**src/sv/cell_exit_face_finder_unit_defines.svh**
```systemverilog
// Assertion macros shared by the exit face finder modules.
// Depends on nothing; the using module must have signals named clock and reset.
`ifndef CELL_EXIT_FACE_FINDER_UNIT_DEFINES_SVH
`define CELL_EXIT_FACE_FINDER_UNIT_DEFINES_SVH

`ifndef SYNTHESIS

// Concurrent property checked every cycle outside reset.
`define CEFU_ASSERT(lbl, prop, msg) \
   lbl: assert property (@(posedge clock) disable iff (reset) prop) else $error(msg);

// Condition in one cycle implies a consequence in the next cycle.
`define CEFU_ASSERT_NEXT(lbl, pre, post, msg) \
   lbl: assert property (@(posedge clock) disable iff (reset) (pre) |=> (post)) else $error(msg);

`else

`define CEFU_ASSERT(lbl, prop, msg)
`define CEFU_ASSERT_NEXT(lbl, pre, post, msg)

`endif

`endif

```
**src/sv/cefu_pkg.sv**
```systemverilog
// Types and constants shared by the exit face finder modules.
// Depends on nothing.
`timescale 1ns / 1ps

package cefu_pkg;

   // Field widths of the fixed-point arithmetic.
   localparam int COORD_W   = 32;
   localparam int DIFF_W    = 33;
   localparam int PROD_W    = 66;
   localparam int NUM_W     = 67;
   localparam int DEN_W     = 66;
   localparam int FRAC_W    = 16;
   localparam int QUO_W     = 33;
   localparam int LOW_W     = QUO_W - FRAC_W;
   localparam int FACE_W    = 3;
   localparam int DIMS_W    = 2;
   localparam int COMP_N    = 3;
   localparam int STEP_W    = 3;
   localparam int DIV_CNT_W = 6;

   // Sequencer limits.
   localparam logic [STEP_W-1:0]    LAST_STEP = 3'd5;
   localparam logic [DIV_CNT_W-1:0] DIV_LAST  = 6'd32;

   // Request kinds.
   localparam logic KIND_PARTICLE = 1'b0;
   localparam logic KIND_FACE     = 1'b1;

   // Time limits and reset values.
   localparam logic signed [COORD_W-1:0] TIME_MAX  = 32'sh7FFF_FFFF;
   localparam logic signed [COORD_W-1:0] TIME_MIN  = 32'sh8000_0000;
   localparam logic [QUO_W-1:0]          NEG_LIMIT = 33'h0_8000_0000;
   localparam logic [DIMS_W-1:0]         DIMS_RESET = 2'd3;

   typedef struct packed {
      logic                      kind;
      logic signed [COORD_W-1:0] a_x;
      logic signed [COORD_W-1:0] a_y;
      logic signed [COORD_W-1:0] a_z;
      logic signed [COORD_W-1:0] b_x;
      logic signed [COORD_W-1:0] b_y;
      logic signed [COORD_W-1:0] b_z;
      logic                      last_face;
   } req_type;

   typedef struct packed {
      logic signed [COORD_W-1:0] hit_time;
      logic [FACE_W-1:0]         face_index;
      logic                      not_found;
   } rsp_type;

   typedef enum logic [3:0] {
      ST_IDLE,
      ST_MUL,
      ST_DRAIN,
      ST_SIGN,
      ST_DCHK,
      ST_DIV,
      ST_SAT,
      ST_UPD,
      ST_FIN,
      ST_EMIT
   } state_type;

   // Commands from the controller to the datapath.
   typedef struct packed {
      logic       load;
      logic       mul_en;
      logic       mul_den;
      logic [1:0] mul_comp;
      logic       mag;
      logic       div_init;
      logic       div_step;
      logic       sat;
      logic       upd;
      logic       count;
      logic       emit;
   } cmd_type;

   // Status from the datapath to the controller.
   typedef struct packed {
      logic full;
      logic den_pos;
      logic last;
      logic out_busy;
   } sts_type;

endpackage

```
**src/sv/cefu_ctrl.sv**
```systemverilog
// Controller state machine of the exit face finder: sequences the products,
// the divider and the result. Depends on cefu_pkg and the defines header.
`timescale 1ns / 1ps
`include "cell_exit_face_finder_unit_defines.svh"

module cefu_ctrl
   import cefu_pkg::*;
(
   input  logic    clock,
   input  logic    reset,
   input  logic    req_valid,
   input  logic    req_kind,
   output logic    req_ready,
   output cmd_type cmd,
   input  sts_type sts
);

   state_type              state_ff, state_in;
   logic [STEP_W-1:0]      step_ff, step_in;
   logic [DIV_CNT_W-1:0]   div_cnt_ff, div_cnt_in;

   // Next state.
   always_comb begin
      state_in = state_ff;
      case (state_ff)
         ST_IDLE: begin
            if (req_valid && req_kind == KIND_FACE) begin
               state_in = sts.full ? ST_FIN : ST_MUL;
            end
         end
         ST_MUL: begin
            if (step_ff == LAST_STEP) begin
               state_in = ST_DRAIN;
            end
         end
         ST_DRAIN: state_in = ST_SIGN;
         ST_SIGN:  state_in = sts.den_pos ? ST_DCHK : ST_FIN;
         ST_DCHK:  state_in = ST_DIV;
         ST_DIV: begin
            if (div_cnt_ff == DIV_LAST) begin
               state_in = ST_SAT;
            end
         end
         ST_SAT:   state_in = ST_UPD;
         ST_UPD:   state_in = ST_FIN;
         ST_FIN:   state_in = sts.last ? ST_EMIT : ST_IDLE;
         ST_EMIT: begin
            if (!sts.out_busy) begin
               state_in = ST_IDLE;
            end
         end
         default:  state_in = ST_IDLE;
      endcase
   end

   // Product step and divider iteration counters.
   always_comb begin
      step_in    = (state_ff == ST_MUL) ? step_ff + 1'b1 : '0;
      div_cnt_in = (state_ff == ST_DIV) ? div_cnt_ff + 1'b1 : '0;
   end

   // Outputs decoded from the state.
   always_comb begin
      cmd       = '0;
      req_ready = 1'b0;
      case (state_ff)
         ST_IDLE: begin
            req_ready = 1'b1;
            cmd.load  = req_valid;
         end
         ST_MUL: begin
            cmd.mul_en   = 1'b1;
            cmd.mul_den  = step_ff[0];
            cmd.mul_comp = step_ff[2:1];
         end
         ST_SIGN: cmd.mag      = 1'b1;
         ST_DCHK: cmd.div_init = 1'b1;
         ST_DIV:  cmd.div_step = 1'b1;
         ST_SAT:  cmd.sat      = 1'b1;
         ST_UPD:  cmd.upd      = 1'b1;
         ST_FIN:  cmd.count    = 1'b1;
         ST_EMIT: cmd.emit     = !sts.out_busy;
         default: cmd          = '0;
      endcase
   end

   // State registers.
   always_ff @(posedge clock) begin
      if (reset) begin
         state_ff   <= ST_IDLE;
         step_ff    <= '0;
         div_cnt_ff <= '0;
      end else begin
         state_ff   <= state_in;
         step_ff    <= step_in;
         div_cnt_ff <= div_cnt_in;
      end
   end

   // A result is only loaded when the output register can take it.
   `CEFU_ASSERT(a_emit_free, cmd.emit |-> !sts.out_busy, "emit while output busy")
   // The sixth product is followed by the drain cycle.
   `CEFU_ASSERT_NEXT(a_mul_drain, state_ff == ST_MUL && step_ff == LAST_STEP,
      state_ff == ST_DRAIN, "product sequence overran")
   // The last divider step is followed by saturation.
   `CEFU_ASSERT_NEXT(a_div_sat, state_ff == ST_DIV && div_cnt_ff == DIV_LAST,
      cmd.sat, "divider did not finish")

endmodule

```
**config.mk**
```make
export PLATFORM = sky130hd
export DESIGN_NAME = cefu_ctrl
export DESIGN_NICKNAME = d
export VERILOG_FILES = /design/src/sv/cefu_pkg.sv /design/src/sv/cefu_ctrl.sv
export VERILOG_INCLUDE_DIRS = /design/src /design/src/sv
export SDC_FILE = /design/constraint.sdc
export NUM_CORES = 1
export LEC_CHECK = 0
export BUFFER_PORTS_ARGS = -buffer_cell sky130_fd_sc_hd__buf_2
export CAP_MARGIN = 40
export CORE_AREA = 10 10 56 58
export CTS_CLUSTER_DIAMETER = 120
export DETAILED_ROUTE_END_ITERATION = 7
export DIE_AREA = 0 0 66 68
export PLACE_DENSITY = 0.58
export SLEW_MARGIN = 10
export SYNTH_ARGS = -nofsm -noshare
export SYNTH_HDL_FRONTEND = slang
export SYNTH_SLANG_ARGS = --single-unit
export TNS_END_PERCENT = 1
```
**constraint.sdc**
```tcl
create_clock -name clock -period 1.8 [get_ports clock]
set_input_delay 0.27 -clock clock [delete_from_list [all_inputs] [get_ports clock]]
set_output_delay 0.27 -clock clock [all_outputs]
set_load 0.02 [all_outputs]
```
==> results_dict.tcl, run 1 <==
set metrics [dict create \
    worstSetupPathType "reg -> out" \
    worst_ep_required_time_ns 1.53 \
    cts_root_buf "clkbuf_4" \
    synth_flop_cell "dfxtp_1" \
    power.density_nw_per_um2 1410 \
    syn_area_um2 807 \
    multiInputGateArea_um2 489 \
    worstSkewPairLatency_ns 0.27 \
    drt-total-wl_um 1680 \
    die_h_um 68 \
    path_clk_slew_ns 0.08 \
    fin_skew_ns 0.00394 \
    critPathMaxFanout 10 \
    grt_pass1_vias 650 \
    start_util_pct 38.3 \
    grt_max_degree 12 \
    hold_path.class "in -> reg" \
    grt_pass1_wl_um 2880 \
    post-route-drc-count 0 \
    ys_seq_elements 13 \
    synth.distinct_cells 34 \
    synthTopCellsByCount "13 x dfxtp_1, 11 x nor2_1, 6 x nand2_1, 6 x nor3_1" \
    firstDrtPassIters 4 \
    final_layout_size_suffix_gt1_share_pct 36.7 \
    synth_cells 87 \
    slew_violations 0 \
    critPathCaptureType "output pin" \
    slew_headroom_pct 72.8 \
    synth_nets 99 \
    die-area_um2 4490 \
    first_iter_violations 8 \
    port_buffers 20 \
    rsz0062_at_grt "no" \
    synth_edf_count 0 \
    dp_hpwl_um 1370 \
    cts_sinks 13 \
    vias_per_cell 4.75 \
    routabilityCongestion 0.750 \
    worst_slew_pin_slew_ns 0.398 \
    finalNetCount 122 \
    antenna_found_initial 0 \
    num-fill-cells 225 \
    post-cts-setup-buffer-count 0 \
    hold_viol_final 0 \
    antenna_left 0 \
    seq_area_um2 264 \
    synth.avg_cell_area_um2 9.28 \
    status "finished clean" \
    ys_async_sr_fraction_pct 0 \
    cp.arrival_ns 1.39 \
    dieWidth_um 66 \
    ir_drop_mv 0.811 \
    dp_cells 133 \
    overflow 0 \
    synth_top_area_share_pct 32.2 \
    finalSetupTns_ns 0 \
    synth_seq_area_share_pct 32.2 \
    fin_crit_sh_pct 92.1 \
    cts_tree "yes" \
    ctsHtreeMaxLevel 1 \
    diodes 0 \
    synth_area_leaders "dfxtp_1 32%, ha_1 6.2%, nor2_1 5.1%, xnor2_1 4.3%, buf_6 4.2%" \
    stdcell_count 137 \
    crit_path_start_kind "flip-flop" \
    routedWlPerCell_um 12.3 \
    cts_buffer_depth 2 \
    num_rows 17 \
    cts_made_buffers 3 \
    cap_violations 0 \
    postCtsHoldBufs 0 \
    num_io_pins 21 \
    syn2layout_area_growth_pct 17.8 \
    core_um2 2110 \
    period_minus_slack_ns 1.66 \
    vias 651 \
    leakage_uw 0.000423 \
    yosysMostFrequentCell "dfxtp_1" \
    fmaxAchievable_ghz 0.603 \
    yosys_warnings 0 \
    setup_viol 0 \
    yosys.area.top_type "dfxtp_1" \
    grt_usage_pct 8.07 \
]
-- repair_timing --
action,CTS,global route
setup endpoints to repair,2,5
resized for setup,1,3
pin swaps,0,0
-- registers in the layout (all words and copies together) (netlist names) --
signal / flops
div_cnt_ff: 6
state_ff: 4
step_ff: 3
-- final timing paths --
| check | from | end | slack (ns) | depth (start not counted) |
|---|---|---|---|---|
| setup / recovery | state_ff[0]$_SDFFE_PP0P_ | cmd[9] | 0.14 | 5 |
| hold / removal | reset | state_ff[1]$_SDFFE_PP0P_ | 0.27 | 2 |
| setup reg to reg | state_ff[1]$_SDFFE_PP0P_ | state_ff[2]$_SDFFE_PP0P_ | 0.36 | 6 |
| hold reg to reg | div_cnt_ff[0]$_SDFF_PP0_ | div_cnt_ff[0]$_SDFF_PP0_ | 0.46 | 1 |
-- per-stage QoR --
stage | util [%] | hold slack, ns | cell area [µm²] | total power (µW) | setup slack, ns
detailed placement | 43.6 | 0.448 | 918 | 1160 | 0.235
CTS | 44.9 | 0.272 | 946 | 1350 | 0.0562
finish | 45.2 | 0.271 | 951 | 1340 | 0.143
global placement | 43.6 | 0.444 | 918 | 1150 | 0.289
floorplan | - | 0.343 | 807 | 1020 | 0.325
global route | 45.2 | 0.270 | 951 | 1450 | 0.0513
-- cells by family after synthesis --
kind of cell	count (synthesis)	share of synthesized area, %
DFF	13	32.2
AOI/OAI and AO/OA	8	10.1
and+or+nand+nor	45	35.0
muxes	2	2.48
buffers and inverters	9	7.44
xor gates and xnor gates	6	6.51
adders and majority gates	4	6.20
-- critical path: stages, from the launching register on --
cell	delay [ns]
dfxtp_2	0.45
nor2b_4	0.23
nand2_4	0.09
inv_4	0.07
and2_2	0.13
buf_2	0.15
-- layer usage --
layer | vias up | wire length [µm] | track usage (%)
met3 | 2 | 93 | 2.61
li1 | 343 | - | -
met2 | 12 | 788 | 13.3
met4 | 0 | 10 | 3.14
met5 | - | 0 | 0
met1 | 294 | 790 | 9.57
-- area by class of cell --
type | instances | area share (%)
timing repair buffer | 22 | 12.1
inverter | 5 | 2.24
multi-input combinational | 65 | 51.4
sequential | 13 | 27.8
clock buffer | 4 | 2.76
tap | 28 | 3.68
-- where the power goes --
part | switching (µW) | total [µW] | internal (µW) | leakage (µW)
sequential | 95.0 | 435 | 340 | 0.000107
clock | 92.3 | 178 | 85.6 | 0.0000150
combinational | 417 | 725 | 308 | 0.000301
total | 605 | 1340 | 734 | 0.000423
-- cells in the final DEF (no fill, tap or decap), types with 2 or more instances in the layout --
| master | synthesis | layout |
|---|---|---|
| dfxtp_1 | 13 | 10 |
| buf_4 | 0 | 2 |
| nand2b_1 | 4 | 4 |
| mux2i_1 | 2 | 2 |
| xnor2_1 | 4 | 4 |
| clkbuf_4 | 0 | 3 |
| xor2_1 | 2 | 2 |
| nor3_1 | 6 | 6 |
| dfxtp_2 | 0 | 3 |
| and2_2 | 2 | 2 |
| buf_2 | 1 | 20 |
| nor2_1 | 11 | 11 |
| nor3b_1 | 3 | 3 |
| nand3_1 | 2 | 2 |
| inv_1 | 4 | 4 |
| nand2_1 | 6 | 6 |
| ha_1 | 4 | 4 |
Note: power is estimated with default switching activity, not from simulation.
==> run 2, diff against run 1 <==
--- a/config.mk
+++ b/config.mk
@@ -8,11 +8,11 @@
 export LEC_CHECK = 0
 export BUFFER_PORTS_ARGS = -buffer_cell sky130_fd_sc_hd__buf_2
 export CAP_MARGIN = 40
-export CORE_AREA = 10 10 56 58
+export CORE_AREA = 10 10 60 62
 export CTS_CLUSTER_DIAMETER = 120
 export DETAILED_ROUTE_END_ITERATION = 7
-export DIE_AREA = 0 0 66 68
-export PLACE_DENSITY = 0.58
+export DIE_AREA = 0 0 70 72
+export PLACE_DENSITY = 0.5
 export SLEW_MARGIN = 10
 export SYNTH_ARGS = -nofsm -noshare
 export SYNTH_HDL_FRONTEND = slang
==> run 2 against run 1 <==
  * Power decreased by 0.79%
  * Sequential share of layout area unchanged
  * Die area increased by 12%
  * Fmax decreased by 0.30%
  * Critical path type unchanged
  * Largest cell class unchanged
==> results_dict.tcl, run 2 (same netlist as run 1, synthesis figures left out) <==
set metrics [dict create \
    status "finished clean" \
    largest_reg_flops 6 \
    num_io_pins 21 \
    die_h_um 72 \
    fin_crit_sh_pct 92.4 \
    regMostFlops "div_cnt_ff" \
    path_clk_slew_ns 0.08 \
    overflow 0 \
    grt_max_degree 12 \
    cts_tree "yes" \
    firstDrtPassIters 4 \
    drt-total-wl_um 1650 \
    setup_viol 0 \
    fin_skew_ns 0.00105 \
    final_cell_mix "20 x buf_2, 11 x nor2_1, 10 x dfxtp_1" \
    r2r_start "state_ff[3]$_SDFFE_PP0P_" \
    worst_ep_required_time_ns 1.53 \
    routedWlPerCell_um 11.8 \
    post-route-drc-count 0 \
    postCtsHoldBufs 0 \
    critPathMaxFanout 11 \
    ir_drop_mv 0.601 \
    syn2layout_area_growth_pct 17.8 \
    antenna_found_initial 0 \
    hold_path.startpoint "reset" \
    cp.arrival_ns 1.39 \
    vias_per_cell 4.71 \
    slew_headroom_pct 75.7 \
    diodes 0 \
    first_iter_violations 26 \
    ctsHtreeMaxLevel 1 \
    die-area_um2 5040 \
    final_layout_size_suffix_gt1_share_pct 35.8 \
    period_minus_slack_ns 1.66 \
    num_rows 18 \
    dp_cells 135 \
    dp_hpwl_um 1340 \
    r2r_slack_ns 0.38 \
    finalNetCount 122 \
    crit_path_start_kind "flip-flop" \
    core_um2 2430 \
    stdcell_count 139 \
    grt_pass1_vias 639 \
    antenna_left 0 \
    worstSetupPathType "reg -> out" \
    hold_path.class "in -> reg" \
    cts_root_buf "clkbuf_4" \
    hold_viol_final 0 \
    start_util_pct 33.2 \
    fmaxAchievable_ghz 0.601 \
    worstSkewPairLatency_ns 0.27 \
    cts_made_buffers 3 \
    dieWidth_um 70 \
    rsz0062_at_grt "no" \
    cts_buffer_depth 2 \
    leakage_uw 0.000423 \
    finalSetupTns_ns 0 \
    worst_slew_pin_slew_ns 0.356 \
    power.density_nw_per_um2 1400 \
    grt_pass1_wl_um 2910 \
    grt_usage_pct 6.83 \
    port_buffers 20 \
    vias 654 \
    critPathCaptureType "output pin" \
    layout_commonest_cell "buf_2" \
    cts_sinks 13 \
    reg.largest.list "div_cnt_ff x6, state_ff x4, step_ff x3" \
    worstSetupStartpoint "state_ff[3]$_SDFFE_PP0P_" \
    slew_violations 0 \
    routabilityCongestion 0.745 \
    cap_violations 0 \
]
[run 2: cell counts in the layout (fill, tap and decap cells not counted)]
Identical to the previous run, type by type.
[run 2: timing repair]
action	in CTS	in global routing
buffers inserted	0	0
endpoints found under the setup margin	3	3
resized for setup	2	1
endpoints found under the hold margin	0	0
[run 2: final timing paths]
check	endpoint	cells after the start
setup / recovery	cmd[1]	3
hold / removal	state_ff[1]$_SDFFE_PP0P_	2
setup reg to reg	state_ff[2]$_SDFFE_PP0P_	6
hold reg to reg	div_cnt_ff[0]$_SDFF_PP0_	1
[run 2: through the flow]
step | hold WS [ns] | setup slack, ns | utilization (%) | total power (µW) | area [µm²]
floorplan | 0.343 | 0.325 | - | 1020 | 807
global placement | 0.445 | 0.215 | 37.9 | 1160 | 921
detailed placement | 0.451 | 0.243 | 37.9 | 1160 | 921
CTS | 0.279 | 0.0662 | 39.0 | 1340 | 950
global route | 0.297 | 0.00227 | 39.1 | 1450 | 951
finish | 0.275 | 0.137 | 39.1 | 1330 | 951
[run 2: area by class of cell]
| cell class | count | area [µm²] |
|---|---|---|
| Timing Repair Buffer | 22 | 115 |
| Sequential cell | 13 | 264 |
| Inverter | 5 | 21.3 |
| Multi-Input combinational cell | 65 | 487 |
| Clock buffer | 4 | 26.3 |
| Tap cell | 30 | 37.5 |
| Fill cell | 256 | 1480 |
[run 2: critical path, stage by stage, from the launching register on]
cell and delay, ns:
dfxtp_2 0.45, nor2b_1 0.25, nor3b_1 0.22, buf_2 0.20
[run 2: report_power, final]
| group | internal [µW] | switching (µW) | leakage (µW) |
|---|---|---|---|
| logic | 305 | 403 | 0.000301 |
| registers | 340 | 101 | 0.000107 |
| clock network | 85.7 | 92.6 | 0.0000150 |
[run 2: layer usage]
| layer | track usage, % | part of all wire (%) |
|---|---|---|
| met5 | 0 | 0 |
| met4 | 1.97 | 0.73 |
| met3 | 3.27 | 5.5 |
| met2 | 10.1 | 43 |
| met1 | 8.58 | 51 |
==> run 3, diff against run 2 <==
--- a/config.mk
+++ b/config.mk
@@ -8,11 +8,13 @@
 export LEC_CHECK = 0
 export BUFFER_PORTS_ARGS = -buffer_cell sky130_fd_sc_hd__buf_2
 export CAP_MARGIN = 40
-export CORE_AREA = 10 10 60 62
+export CELL_PAD_IN_SITES_DETAIL_PLACEMENT = 1
+export CELL_PAD_IN_SITES_GLOBAL_PLACEMENT = 2
+export CORE_AREA = 10 10 63 65
 export CTS_CLUSTER_DIAMETER = 120
 export DETAILED_ROUTE_END_ITERATION = 7
-export DIE_AREA = 0 0 70 72
-export PLACE_DENSITY = 0.5
+export DIE_AREA = 0 0 73 75
+export PLACE_DENSITY = 0.71
 export SLEW_MARGIN = 10
 export SYNTH_ARGS = -nofsm -noshare
 export SYNTH_HDL_FRONTEND = slang
==> run 3 against run 2 <==
  * Non-clock buffer count fell by 1
  * Die area rose by 8.6%
  * Sequential share of layout area rose by 0.28 points
  * First-iteration DRC count fell by 77%
  * Register-to-register slack got worse by 0.07 ns
  * Highest routed layer unchanged
==> results_dict.tcl, run 3 (same netlist as run 1, synthesis figures left out) <==
set metrics [dict create \
    status "finished clean" \
    met2_length_um 927 \
    cts_sinks 13 \
    critPathMaxFanout 10 \
    stdcell_count 139 \
    die-area_um2 5480 \
    worstSkewPairLatency_ns 0.27 \
    cts_made_buffers 3 \
    routedWlPerCell_um 13.9 \
    worst_slew_pin_slew_ns 0.350 \
    grt_max_degree 12 \
    ir_drop_mv 0.767 \
    drt-total-wl_um 1940 \
    vias_per_cell 4.68 \
    dieWidth_um 73 \
    regMostFlops "div_cnt_ff" \
    period_minus_slack_ns 1.67 \
    leakage_uw 0.000418 \
    fmaxAchievable_ghz 0.598 \
    ctsHtreeMaxLevel 1 \
    final_layout_size_suffix_gt1_share_pct 36.1 \
    die_h_um 75 \
    routabilityCongestion 0.735 \
    diodes 0 \
    hold_depth 2 \
    met3WireLength_um 176 \
    wl_met1_um 819 \
    num_io_pins 21 \
    finalNetCount 121 \
    slew_headroom_pct 76.1 \
    post-route-drc-count 0 \
    fin_crit_sh_pct 93.0 \
    cp.arrival_ns 1.40 \
    syn2layout_area_growth_pct 17.2 \
    path_clk_slew_ns 0.08 \
    routed.top_layer "met4" \
    dp_cells 135 \
    dp_hpwl_um 1550 \
    final_cell_mix "20 x buf_2, 11 x nor2_1, 9 x dfxtp_1" \
    cts_tree "yes" \
    fin_skew_ns 0.00572 \
    whs_ns 0.271 \
    r2r_cells 6 \
    slew_violations 0 \
    post-cts-setup-buffer-count 0 \
    vias 650 \
    cap_violations 0 \
    antenna_found_initial 0 \
    port_buffers 20 \
    core_um2 2710 \
    postCtsHoldBufs 0 \
    first_iter_violations 6 \
    finalSetupTns_ns 0 \
    hold_path.class "in -> reg" \
    grt_pass1_wl_um 3220 \
    cts_buffer_depth 2 \
    utilization_pct 34.9 \
    hold_viol_final 0 \
    final_area_um2 946 \
    crit_path_start_kind "flip-flop" \
    num_rows 19 \
    largest_reg_flops 6 \
    cts_resized 1 \
    overflow 0 \
    worstSetupPathType "reg -> out" \
    critPathCaptureType "output pin" \
    reg.largest.list "div_cnt_ff x6, state_ff x4, step_ff x3" \
    rsz0062_at_grt "no" \
    start_util_pct 29.8 \
    worst_ep_required_time_ns 1.53 \
    place_area_um2 915 \
    num-fill-cells 340 \
    cts_root_buf "clkbuf_4" \
    grt_pass1_vias 738 \
    layout_commonest_cell "buf_2" \
    antenna_left 0 \
    grt_usage_pct 7.36 \
    firstDrtPassIters 4 \
    power.density_nw_per_um2 1410 \
    setup_viol 0 \
]
-- run 3: cell types whose count changed in the layout (fill, tap and decap cells not counted), sizes merged --
cell	before	now
buf	22	21
-- run 3: metal layers --
layer | up-vias | track usage, %
met2 | 16 | 11.7
met4 | 0 | 3.16
met1 | 295 | 7.88
met3 | 2 | 4.07
li1 | 337 | -
met5 | - | 0
-- run 3: final timing paths --
path / startpoint / end / slack (ns)
min: reset / state_ff[1]$_SDFFE_PP0P_ / 0.27
max reg2reg: div_cnt_ff[0]$_SDFF_PP0_ / state_ff[2]$_SDFFE_PP0P_ / 0.31
min reg2reg: div_cnt_ff[0]$_SDFF_PP0_ / div_cnt_ff[0]$_SDFF_PP0_ / 0.47
max: state_ff[0]$_SDFFE_PP0P_ / cmd[8] / 0.13
-- run 3: worst max-delay path, stage by stage, from the launching register on --
cell and delay [ns]:
dfxtp_2 0.45, nor2b_4 0.23, nand2_4 0.09, inv_4 0.07
and2_2 0.13, buf_2 0.16
-- run 3: report_power, final --
part / switching (µW) / internal, µW / total [µW]
clock: 93.4 / 85.7 / 179
combinational: 401 / 293 / 694
sequential: 119 / 343 / 462
-- run 3: area by class of cell --
| type | instances | area [µm²] | share of cell area (%) |
|---|---|---|---|
| multi-input combinational | 65 | 487 | 51.5 |
| sequential | 13 | 265 | 28.0 |
| timing repair buffer | 21 | 108 | 11.4 |
| tap | 31 | 38.8 | 4.10 |
| clock buffer | 4 | 26.3 | 2.78 |
| inverter | 5 | 21.3 | 2.25 |
-- run 3: through the flow --
stage	total power (µW)	worst slack, ns
4_1_cts	1350	0.0176
5_1_grt	1450	0.00771
3_3_place_gp	1140	0.255
6_report	1330	0.126
3_5_place_dp	1160	0.208
2_1_floorplan	1020	0.325
